## src/sv/jsu_pkg.sv

```systemverilog
// ----------------------------------------------------------------------------
// jsu_pkg: shared types and constants for the JSON string unescaper
// Scanner modes, result kinds, error codes and the command record that
// travels from the scanner through the queue to the output sequencer.
// ----------------------------------------------------------------------------
package jsu_pkg;

  // Width of the running decoded-length counter (saturating)
  localparam int LENGTH_BITS = 16;

  // Command queue depth, must be a power of two
  localparam int QDEPTH = 4;
  localparam int QPTR_W = $clog2(QDEPTH);
  localparam int QCNT_W = QPTR_W + 1;

  // Scanner modes
  typedef enum logic [3:0] {
    MODE_IDLE,
    MODE_BODY,
    MODE_ESC,
    MODE_HEX1,
    MODE_SUR_BS,
    MODE_SUR_U,
    MODE_HEX2
  } mode_t;

  // Result kinds
  typedef enum logic [1:0] {
    KIND_DATA = 2'd0,
    KIND_DONE = 2'd1,
    KIND_ERR  = 2'd2
  } kind_t;

  // Error codes
  localparam logic [2:0] ERR_NONE    = 3'd0;
  localparam logic [2:0] ERR_NOQUOTE = 3'd1;
  localparam logic [2:0] ERR_CTRL    = 3'd2;
  localparam logic [2:0] ERR_ESCAPE  = 3'd3;
  localparam logic [2:0] ERR_HEX     = 3'd4;
  localparam logic [2:0] ERR_SURR    = 3'd5;

  // One queued command: one to four results caused by one input item
  typedef struct packed {
    logic [1:0]      last_idx;  // number of results minus one
    kind_t           kind;
    logic [2:0]      err;
    logic [15:0]     len;
    logic [3:0][7:0] bytes;     // bytes[0] goes out first
  } cmd_t;

  // Queue status toward producer and consumer
  typedef struct packed {
    logic full;
    logic empty;
  } qstat_t;

endpackage

```

## src/sv/jsu_front.sv

```systemverilog
// ----------------------------------------------------------------------------
// jsu_front: string scanner
// Accepts one text byte per cycle while the queue has room, tracks
// string/escape/hex state, encodes code points to UTF-8 and pushes one command per item that has results.
// ----------------------------------------------------------------------------
module jsu_front import jsu_pkg::*; (
  input  logic       clk,
  input  logic       rst_n,
  input  logic       in_valid,
  output logic       in_ready,
  input  logic [7:0] in_byte,
  input  qstat_t     qstat,
  output logic       push,
  output cmd_t       push_cmd
);

  localparam logic [7:0] CH_QUOTE = 8'h22;
  localparam logic [7:0] CH_BSL   = 8'h5C;
  localparam logic [7:0] CH_U     = 8'h75;
  localparam logic [7:0] CH_SPACE = 8'h20;

  mode_t                  mode_r, mode_nxt;
  logic [15:0]            hex_r, hex_nxt;
  logic [15:0]            hi_r, hi_nxt;
  logic [1:0]             dig_r, dig_nxt;
  logic [LENGTH_BITS-1:0] cnt_r, cnt_nxt;

  logic                   accept;
  logic                   hex_ok;
  logic [3:0]             dval;
  logic [15:0]            hex_new;
  logic                   is_hi, is_lo;
  logic [20:0]            cp_pair;
  logic                   esc_ok;
  logic [7:0]             esc_char;

  logic                   fail;
  logic [2:0]             fail_code;
  logic                   done;
  logic                   data;
  logic                   raw;
  logic [20:0]            cp;

  logic [3:0][7:0]        enc_bytes;
  logic [1:0]             enc_last;
  logic [2:0]             enc_n;
  logic [LENGTH_BITS:0]   cnt_sum;
  logic [LENGTH_BITS-1:0] cnt_add;
  logic [32:0]            cnt_ext;
  logic [15:0]            len16;

  assign in_ready = !qstat.full;
  assign accept   = in_valid && in_ready;

  // Hex digit decode
  always_comb begin
    hex_ok = 1'b1;
    dval   = in_byte[3:0];
    if (in_byte >= 8'h30 && in_byte <= 8'h39) begin
      dval = in_byte[3:0];
    end else if ((in_byte >= 8'h41 && in_byte <= 8'h46) ||
                 (in_byte >= 8'h61 && in_byte <= 8'h66)) begin
      dval = in_byte[3:0] + 4'd9;
    end else begin
      hex_ok = 1'b0;
    end
  end

  assign hex_new = {hex_r[11:0], dval};
  assign is_hi   = (hex_new >= 16'hD800) && (hex_new <= 16'hDBFF);
  assign is_lo   = (hex_new >= 16'hDC00) && (hex_new <= 16'hDFFF);
  assign cp_pair = {1'b0, hi_r[9:0], hex_new[9:0]} + 21'h10000;

  // Single-character escapes
  always_comb begin
    esc_ok   = 1'b1;
    esc_char = in_byte;
    unique case (in_byte)
      8'h22:   esc_char = 8'h22;
      8'h5C:   esc_char = 8'h5C;
      8'h2F:   esc_char = 8'h2F;
      8'h62:   esc_char = 8'h08;
      8'h66:   esc_char = 8'h0C;
      8'h6E:   esc_char = 8'h0A;
      8'h72:   esc_char = 8'h0D;
      8'h74:   esc_char = 8'h09;
      default: esc_ok   = 1'b0;
    endcase
  end

  // Classify the current byte against the mode
  always_comb begin
    fail      = 1'b0;
    fail_code = ERR_NONE;
    done      = 1'b0;
    data      = 1'b0;
    raw       = 1'b0;
    cp        = {13'd0, in_byte};
    unique case (mode_r)
      MODE_IDLE: begin
        if (in_byte != CH_QUOTE) begin
          fail      = 1'b1;
          fail_code = ERR_SURR;
        end
      end
      MODE_BODY: begin
        if (in_byte == CH_QUOTE) begin
          done = 1'b1;
        end else if (in_byte == CH_BSL) begin
          data = 1'b0;
        end else if (in_byte == 8'h00) begin
          fail      = 1'b1;
          fail_code = ERR_NOQUOTE;
        end else if (in_byte < CH_SPACE) begin
          fail      = 1'b1;
          fail_code = ERR_CTRL;
        end else begin
          // plain bytes, 0x80..0xFF included, pass through as they are
          data = 1'b1;
          raw  = 1'b1;
        end
      end
      MODE_ESC: begin
        if (esc_ok) begin
          data = 1'b1;
          cp   = {13'd0, esc_char};
        end else if (in_byte != CH_U) begin
          fail      = 1'b1;
          fail_code = ERR_ESCAPE;
        end
      end
      MODE_HEX1, MODE_HEX2: begin
        if (!hex_ok) begin
          fail      = 1'b1;
          fail_code = ERR_HEX;
        end else if (dig_r == 2'd3) begin
          if (mode_r == MODE_HEX1) begin
            if (!is_hi) begin
              data = 1'b1;
              cp   = {5'd0, hex_new};
            end
          end else if (!is_lo) begin
            fail      = 1'b1;
            fail_code = ERR_SURR;
          end else begin
            data = 1'b1;
            cp   = cp_pair;
          end
        end
      end
      MODE_SUR_BS: begin
        if (in_byte != CH_BSL) begin
          fail      = 1'b1;
          fail_code = ERR_SURR;
        end
      end
      MODE_SUR_U: begin
        if (in_byte != CH_U) begin
          fail      = 1'b1;
          fail_code = ERR_SURR;
        end
      end
      default: begin
        fail      = 1'b1;
        fail_code = ERR_SURR;
      end
    endcase
  end

  // UTF-8 encoder
  always_comb begin
    enc_bytes = '0;
    if (raw || cp <= 21'h7F) begin
      enc_last     = 2'd0;
      enc_bytes[0] = cp[7:0];
    end else if (cp <= 21'h7FF) begin
      enc_last     = 2'd1;
      enc_bytes[0] = 8'hC0 | {3'd0, cp[10:6]};
      enc_bytes[1] = 8'h80 | {2'd0, cp[5:0]};
    end else if (cp <= 21'hFFFF) begin
      enc_last     = 2'd2;
      enc_bytes[0] = 8'hE0 | {4'd0, cp[15:12]};
      enc_bytes[1] = 8'h80 | {2'd0, cp[11:6]};
      enc_bytes[2] = 8'h80 | {2'd0, cp[5:0]};
    end else begin
      enc_last     = 2'd3;
      enc_bytes[0] = 8'hF0 | {5'd0, cp[20:18]};
      enc_bytes[1] = 8'h80 | {2'd0, cp[17:12]};
      enc_bytes[2] = 8'h80 | {2'd0, cp[11:6]};
      enc_bytes[3] = 8'h80 | {2'd0, cp[5:0]};
    end
  end

  // Saturating length count and reported length
  assign enc_n   = {1'b0, enc_last} + 3'd1;
  assign cnt_sum = {1'b0, cnt_r} + {{(LENGTH_BITS-2){1'b0}}, enc_n};
  assign cnt_add = cnt_sum[LENGTH_BITS] ? {LENGTH_BITS{1'b1}} : cnt_sum[LENGTH_BITS-1:0];
  assign cnt_ext = {{(33-LENGTH_BITS){1'b0}}, cnt_r};
  assign len16   = (cnt_ext > 33'hFFFF) ? 16'hFFFF : cnt_ext[15:0];

  // Next state
  always_comb begin
    mode_nxt = mode_r;
    hex_nxt  = hex_r;
    hi_nxt   = hi_r;
    dig_nxt  = dig_r;
    cnt_nxt  = cnt_r;
    if (accept) begin
      if (fail) begin
        mode_nxt = MODE_IDLE;
        dig_nxt  = 2'd0;
        cnt_nxt  = '0;
      end else begin
        unique case (mode_r)
          MODE_IDLE: begin
            mode_nxt = MODE_BODY;
            cnt_nxt  = '0;
          end
          MODE_BODY: begin
            if (done) begin
              mode_nxt = MODE_IDLE;
              cnt_nxt  = '0;
            end else if (in_byte == CH_BSL) begin
              mode_nxt = MODE_ESC;
            end
          end
          MODE_ESC: begin
            if (data) begin
              mode_nxt = MODE_BODY;
            end else begin
              mode_nxt = MODE_HEX1;
              hex_nxt  = '0;
              dig_nxt  = 2'd0;
            end
          end
          MODE_HEX1, MODE_HEX2: begin
            hex_nxt = hex_new;
            if (dig_r != 2'd3) begin
              dig_nxt = dig_r + 2'd1;
            end else begin
              dig_nxt = 2'd0;
              if (mode_r == MODE_HEX1 && is_hi) begin
                hi_nxt   = hex_new;
                mode_nxt = MODE_SUR_BS;
              end else begin
                mode_nxt = MODE_BODY;
              end
            end
          end
          MODE_SUR_BS: mode_nxt = MODE_SUR_U;
          MODE_SUR_U: begin
            mode_nxt = MODE_HEX2;
            hex_nxt  = '0;
            dig_nxt  = 2'd0;
          end
          default: mode_nxt = MODE_IDLE;
        endcase
        if (data) begin
          cnt_nxt = cnt_add;
        end
      end
    end
  end

  // Command to the queue
  always_comb begin
    push              = accept && (fail || done || data);
    push_cmd          = '0;
    push_cmd.kind     = KIND_DATA;
    push_cmd.err      = ERR_NONE;
    if (fail) begin
      push_cmd.kind = KIND_ERR;
      push_cmd.err  = fail_code;
    end else if (done) begin
      push_cmd.kind = KIND_DONE;
      push_cmd.len  = len16;
    end else begin
      push_cmd.last_idx = enc_last;
      push_cmd.bytes    = enc_bytes;
    end
  end

  // State registers
  always_ff @(posedge clk) begin
    if (!rst_n) begin
      mode_r <= MODE_IDLE;
      hex_r  <= '0;
      hi_r   <= '0;
      dig_r  <= 2'd0;
      cnt_r  <= '0;
    end else begin
      mode_r <= mode_nxt;
      hex_r  <= hex_nxt;
      hi_r   <= hi_nxt;
      dig_r  <= dig_nxt;
      cnt_r  <= cnt_nxt;
    end
  end

endmodule

```

## src/sv/jsu_queue.sv

```systemverilog
// ----------------------------------------------------------------------------
// jsu_queue: command queue
// Small register FIFO between scanner and output sequencer.
// ----------------------------------------------------------------------------
module jsu_queue import jsu_pkg::*; (
  input  logic   clk,
  input  logic   rst_n,
  input  logic   push,
  input  cmd_t   push_cmd,
  input  logic   pop,
  output cmd_t   head,
  output qstat_t qstat
);

  cmd_t              mem_r [QDEPTH];
  logic [QPTR_W-1:0] wr_r, wr_nxt;
  logic [QPTR_W-1:0] rd_r, rd_nxt;
  logic [QCNT_W-1:0] cnt_r, cnt_nxt;

  assign qstat.full  = (cnt_r == QCNT_W'(QDEPTH));
  assign qstat.empty = (cnt_r == '0);
  assign head        = mem_r[rd_r];

  // Pointer and fill count
  always_comb begin
    wr_nxt  = push ? wr_r + 1'b1 : wr_r;
    rd_nxt  = pop  ? rd_r + 1'b1 : rd_r;
    cnt_nxt = cnt_r;
    if (push && !pop) begin
      cnt_nxt = cnt_r + 1'b1;
    end else if (pop && !push) begin
      cnt_nxt = cnt_r - 1'b1;
    end
  end

  always_ff @(posedge clk) begin
    if (!rst_n) begin
      wr_r  <= '0;
      rd_r  <= '0;
      cnt_r <= '0;
    end else begin
      wr_r  <= wr_nxt;
      rd_r  <= rd_nxt;
      cnt_r <= cnt_nxt;
    end
  end

  // Entry storage
  always_ff @(posedge clk) begin
    if (push) begin
      mem_r[wr_r] <= push_cmd;
    end
  end

  a_no_overflow: assert property (@(posedge clk) disable iff (!rst_n)
    push |-> !qstat.full) else $error("queue push while full");
  a_no_underflow: assert property (@(posedge clk) disable iff (!rst_n)
    pop |-> !qstat.empty) else $error("queue pop while empty");
  a_cnt_bound: assert property (@(posedge clk) disable iff (!rst_n)
    cnt_r <= QCNT_W'(QDEPTH)) else $error("queue count out of range");

endmodule

```

## src/sv/jsu_back.sv

```systemverilog
// ----------------------------------------------------------------------------
// jsu_back: output sequencer
// Walks the head command one result per cycle, while the output register is free
// or draining, into the output register and flags the last result of each item.
// ----------------------------------------------------------------------------
module jsu_back import jsu_pkg::*; (
  input  logic        clk,
  input  logic        rst_n,
  input  cmd_t        head,
  input  qstat_t      qstat,
  output logic        pop,
  output logic        out_valid,
  input  logic        out_ready,
  output logic [7:0]  out_byte,
  output logic [1:0]  out_kind,
  output logic [2:0]  out_error_code,
  output logic [15:0] out_string_length,
  output logic        out_last
);

  logic        valid_r, valid_nxt;
  logic [1:0]  sub_r, sub_nxt;
  logic [7:0]  byte_r;
  kind_t       kind_r;
  logic [2:0]  err_r;
  logic [15:0] len_r;
  logic        last_r;

  logic        load;
  logic        at_last;

  // Output register free or draining this cycle, and a command waiting
  assign load    = (!valid_r || out_ready) && !qstat.empty;
  assign at_last = (sub_r == head.last_idx);
  assign pop     = load && at_last;

  always_comb begin
    sub_nxt   = sub_r;
    valid_nxt = valid_r;
    if (load) begin
      valid_nxt = 1'b1;
      sub_nxt   = at_last ? 2'd0 : sub_r + 2'd1;
    end else if (out_ready) begin
      valid_nxt = 1'b0;
    end
  end

  always_ff @(posedge clk) begin
    if (!rst_n) begin
      valid_r <= 1'b0;
      sub_r   <= 2'd0;
    end else begin
      valid_r <= valid_nxt;
      sub_r   <= sub_nxt;
    end
  end

  // Result payload
  always_ff @(posedge clk) begin
    if (load) begin
      byte_r <= head.bytes[sub_r];
      kind_r <= head.kind;
      err_r  <= head.err;
      len_r  <= head.len;
      last_r <= at_last;
    end
  end

  assign out_valid         = valid_r;
  assign out_byte          = byte_r;
  assign out_kind          = kind_r;
  assign out_error_code    = err_r;
  assign out_string_length = len_r;
  assign out_last          = last_r;

  a_single_last: assert property (@(posedge clk) disable iff (!rst_n)
    (valid_r && kind_r != KIND_DATA) |-> last_r)
    else $error("done/error result not marked last");
  a_err_code: assert property (@(posedge clk) disable iff (!rst_n)
    valid_r |-> ((kind_r == KIND_ERR) == (err_r != ERR_NONE)))
    else $error("error code does not match kind");
  a_mid_cmd: assert property (@(posedge clk) disable iff (!rst_n)
    (sub_r != 2'd0) |-> !qstat.empty)
    else $error("partial command with empty queue");

endmodule

```

## src/sv/json_string_unescape_utf8.sv

```systemverilog
// ----------------------------------------------------------------------------
// json_string_unescape_utf8: streaming JSON string unescaper, UTF-8 output
// Top level: scanner, command queue and output sequencer.
// ----------------------------------------------------------------------------
// Usage:
//   Input channel (in_valid/in_ready/in_byte) takes one text byte per item.
//   Output channel (out_valid/out_ready/out_*) delivers results: data bytes,
//   a string-complete marker with its length, or an error with its code.
//   out_last marks the final result caused by one input item.
// Throughput: one input item per cycle while the queue has room; results
//   leave at one per cycle while out_ready is high, so an item that decodes
//   to N UTF-8 bytes (N up to 4) holds the output side for N results, and the
//   4-entry command queue absorbs the difference.
// Path: an accepted item is registered into the queue, then into the output
//   register, where its first result appears.
// Reset: synchronous active-low rst_n returns the scanner to idle, empties
//   the queue and drops any pending result.
// Receiver stall: the output register holds; the scanner keeps accepting
//   until the queue fills, then in_ready drops.
// ----------------------------------------------------------------------------
module json_string_unescape_utf8 import jsu_pkg::*; (
  input  logic        clk,
  input  logic        rst_n,
  input  logic        in_valid,
  output logic        in_ready,
  input  logic [7:0]  in_byte,
  output logic        out_valid,
  input  logic        out_ready,
  output logic [7:0]  out_byte,
  output logic [1:0]  out_kind,
  output logic [2:0]  out_error_code,
  output logic [15:0] out_string_length,
  output logic        out_last
);

  qstat_t qstat;
  logic   push;
  logic   pop;
  cmd_t   push_cmd;
  cmd_t   head;

  jsu_front u_front (
    .clk      (clk),
    .rst_n    (rst_n),
    .in_valid (in_valid),
    .in_ready (in_ready),
    .in_byte  (in_byte),
    .qstat    (qstat),
    .push     (push),
    .push_cmd (push_cmd)
  );

  jsu_queue u_queue (
    .clk      (clk),
    .rst_n    (rst_n),
    .push     (push),
    .push_cmd (push_cmd),
    .pop      (pop),
    .head     (head),
    .qstat    (qstat)
  );

  jsu_back u_back (
    .clk               (clk),
    .rst_n             (rst_n),
    .head              (head),
    .qstat             (qstat),
    .pop               (pop),
    .out_valid         (out_valid),
    .out_ready         (out_ready),
    .out_byte          (out_byte),
    .out_kind          (out_kind),
    .out_error_code    (out_error_code),
    .out_string_length (out_string_length),
    .out_last          (out_last)
  );

endmodule

```

## config.mk

```make
export PLATFORM = sky130hd
export DESIGN_NAME = json_string_unescape_utf8
export DESIGN_NICKNAME = d
export VERILOG_FILES = /design/src/sv/jsu_pkg.sv /design/src/sv/jsu_front.sv /design/src/sv/jsu_queue.sv /design/src/sv/jsu_back.sv /design/src/sv/json_string_unescape_utf8.sv
export SDC_FILE = /design/constraint.sdc
export NUM_CORES = 1
export LEC_CHECK = 0
export ABC_AREA = 1
export BUFFER_PORTS_ARGS = -buffer_cell sky130_fd_sc_hd__buf_2
export CAP_MARGIN = 20
export CORE_ASPECT_RATIO = 1.1
export CORE_UTILIZATION = 35
export DETAILED_ROUTE_END_ITERATION = 12
export GPL_ROUTABILITY_DRIVEN = 0
export PLACE_DENSITY = 0.57
export SLEW_MARGIN = 20
export SYNTH_ARGS = -nofsm -noshare
export SYNTH_HDL_FRONTEND = slang
export SYNTH_SLANG_ARGS = --single-unit
```

## constraint.sdc

```tcl
create_clock -name clk -period 15.46 [get_ports clk]
set_clock_uncertainty 0.15 [all_clocks]
set_input_delay 3.092 -clock clk [delete_from_list [all_inputs] [get_ports clk]]
set_output_delay 3.092 -clock clk [all_outputs]
set_load 0.01 [all_outputs]
```

==> key figures <==
Hold path
  • Hold endpoint: u_front.cnt_r[0]$_SDFFE_PN0P_
  • Worst hold start: u_front.cnt_r[0]$_SDFFE_PN0P_
  • Worst hold path depth: 2
  • Hold WC Path Type: flop to flop

Placed design
  • Cells after DPL: 1968
  • HPWL Detailed: 22400 um
  • PortBufs: 43
  • Dpl cell area: 14500 um2

Synth
  • Seq cells post-synth: 289
  • Mapped Area: 13800 um2
  • Sequential area share after synthesis: 0.588
  • Post-synth top cells: nand2_1 (270), edfxtp_1 (234), nor2_1 (225)
  • Number of flops mapped to enable cells by yosys: 234
  • Distinct cells, synth: 48
  • Top-area cell type share of the netlist area: 0.508
  • Gate Count Post-Synth: 1470
  • Count leader, synth: nand2_1
  • Post-synth ARST share: 0
  • Top post-synthesis cells by area: edfxtp_1 (51%), dfxtp_1 (8.0%), nand2_1 (7.3%)
  • Ys flop type: edfxtp_1
  • Syn_area_per_cell: 9.41 um2
  • Syn_nets: 1497
  • YS warnings: 0
  • Cell taking the most area after synthesis: edfxtp_1

Layout
  • Layout cells sized above 1: 0.108
  • Post-layout instance area: 15500 um2
  • Fillers: 3802
  • Fin cells: 2022
  • Diode count: 0
  • Final Net Count: 1520
  • Layout area overhead: 11.8%

Critical path
  • Worst path max stage delay: 290 ps
  • Crit-path max FO: 17
  • FF-to-FF setup slack: 10250 ps
  • Critical Path End Type: flop
  • Worst EP required: 15810 ps
  • Cell family with most CP delay: simple AND/OR/NAND/NOR gates
  • CP Depth: 28
  • CP Class: input port to flop
  • Startpoint Class: input port
  • Worst r2r src: u_front.mode_r[2]$_SDFFE_PN0P_
  • Top cell by count, worst path: nand2_1
  • R2R cell count: 26
  • Critical path arrival: 7720 ps
  • CP Buf/Inv Count: 4
  • Worst r2r dst: u_front.cnt_r[6]$_SDFFE_PN0P_
  • Critical path's slowest cell: nor3_2

Global routing
  • Antenna violations before repair: 0
  • All-Layer GR Usage: 0.173
  • First-pass GRT wire length: 54600 um
  • Largest net degree at the start of global routing: 84
  • GRT overflow: 0
  • Vias in the first global route: 9878

CTS
  • Clock Pin Slew Worst Setup and Hold Paths: 60 ps
  • Post-CTS setup buffer count: 0
  • Root Driver: clkbuf_16
  • Post-CTS sizing: 0
  • H-tree depth: 1
  • Clk sinks: 289
  • CTS tree: yes
  • CTS Hold Bufs: 0
  • CTS Buf Count: 30
  • Worst skew pair latency: 560 ps
  • Max clock buf depth: 3

Timing
  • Hold Vio Cnt, Final: 0
  • FMAX: 0.136 GHz
  • RSZ-0062 raised after global routing: false
  • Max-slew headroom: 0.367
  • Part of the cycle the worst path needs: 0.476
  • Final setup viols: 0
  • Max-slew violation count: 0
  • Setup TNS: 0 ps
  • Actual slew at the worst max-slew pin: 939 ps
  • Final Critical Period: 7370 ps

Die
  • Die area: 40300 um2
  • Initial Util: 0.354
  • Die Wd: 192 um
  • Core Box Area: 39100 um2
  • I/O pins: 44
  • Std cell rows: 76
  • Die span in y: 210 um

Route
  • Vias: 10515
  • Wirelength per Cell: 17.2 um
  • Initial DRC count: 988
  • Drt drc: 0
  • WL final: 34800 um
  • Remaining antenna violation count: 0
  • DRT Pass-1 Iters: 5
  • Via-to-Cell Ratio: 5.20

Outcome
  • Outcome: finished, final reports clean

Power
  • Worst IR drop on VDD: 0.0000951 V
  • Power Dens Cells: 165 nW/um2
  • Leak: 5.69 nW
  • Tot Pwr: 0.00255 W

Run
  • Max-cap violations: 0
[placed cells by master, fill, tap and decap left out, drive strengths merged, types with 28 or more instances in the layout]
cell / instances
a21oi: 71
buf: 53
clkbuf: 40
dfxtp: 55
edfxtp: 234
inv: 122
nand2: 284
nand3: 98
nand4: 28
nor2: 245
o21ai: 149
o22ai: 39
[how the worst max path moves through the flow]
stage,start,endpoint
floorplan,in_byte[0],u_queue.mem_r[0][0]$_DFFE_PP_
global placement,in_byte[1],u_front.cnt_r[6]$_SDFFE_PN0P_
detailed placement,in_byte[1],u_front.cnt_r[6]$_SDFFE_PN0P_
CTS,in_byte[1],u_front.cnt_r[3]$_SDFFE_PN0P_
global route,in_byte[1],u_front.cnt_r[3]$_SDFFE_PN0P_
finish,in_byte[1],u_front.cnt_r[6]$_SDFFE_PN0P_
[power by group]
| part | switching [W] | internal, W |
|---|---|---|
| sequential | 0.0000576 | 0.00105 |
| combinational | 0.000542 | 0.000204 |
| clock | 0.000290 | 0.000408 |
[final cells by class]
type | instances | area, um2 | area share
tap | 507 | 634 | 0.0410
clock buffer | 40 | 788 | 0.0510
sequential | 289 | 8130 | 0.526
inverter | 124 | 469 | 0.0303
multi-input combinational | 995 | 4990 | 0.323
clock inverter | 14 | 164 | 0.0106
timing repair buffer | 53 | 290 | 0.0188
[logic make-up (layout without fill, tap and decap cells)]
family          count (synthesis)  after routing  synth area share
compound gates                287            287             0.115
xor+xnor                        9              9           0.00570
fa+ha+maj                      15             15            0.0147
buf+inv                       186            231            0.0548
flops                         289            289             0.588
simple gates                  684            684             0.222
[worst register-to-register path, cell delays in order (launching register included)]
cell	delay (ps)
dfxtp_1	580
inv_1	160
nand2_1	90
nand2_1	380
nor2_1	320
nand2_2	160
nor2_2	250
nand2_1	120
nand3_1	150
nor2_4	70
a21oi_4	230
nand2_1	110
ha_1	200
inv_1	80
fa_1	210
nand2_1	80
nor3_1	260
nand3_1	200
nor2_1	240
nand3_1	170
nor3_2	290
inv_1	200
nand2_1	90
o21ai_0	70
nand3_1	100
nand2_1	60
nor2_1	100
[registers in the layout, indices dropped and copies added, names as in the netlist, named ones only]
name	cells
u_back.out_byte	8
u_back.out_error_code	3
u_back.out_kind	2
u_back.out_last	1
u_back.out_string_length	16
u_back.out_valid	1
u_back.sub_r	2
u_front.cnt_r	16
u_front.dig_r	2
u_front.hex_r	12
u_front.hi_r	10
u_front.mode_r	3
u_queue.cnt_r	3
u_queue.mem_r	204
u_queue.rd_r	2
u_queue.wr_r	2
[stage by stage]
step,utilization,setup WS (ps),hold WS [ps]
2_1_floorplan,-,8010,294
3_3_place_gp,0.371,7790,308
3_5_place_dp,0.371,7560,314
4_1_cts,0.396,8130,324
5_1_grt,0.396,7480,333
6_report,0.396,8090,320
[per-layer routing]
layer  track usage  part of all wire  wire [um]  vias to the layer above
met2         0.289              0.47      16500                      283
met1         0.235              0.45      15700                     5050
met4        0.0597             0.026        903                        0
li1              -                 -          -                     5116
met3        0.0175             0.048       1680                       66
met5             0                 0          0                        -
(Power assumes the default switching activity.)
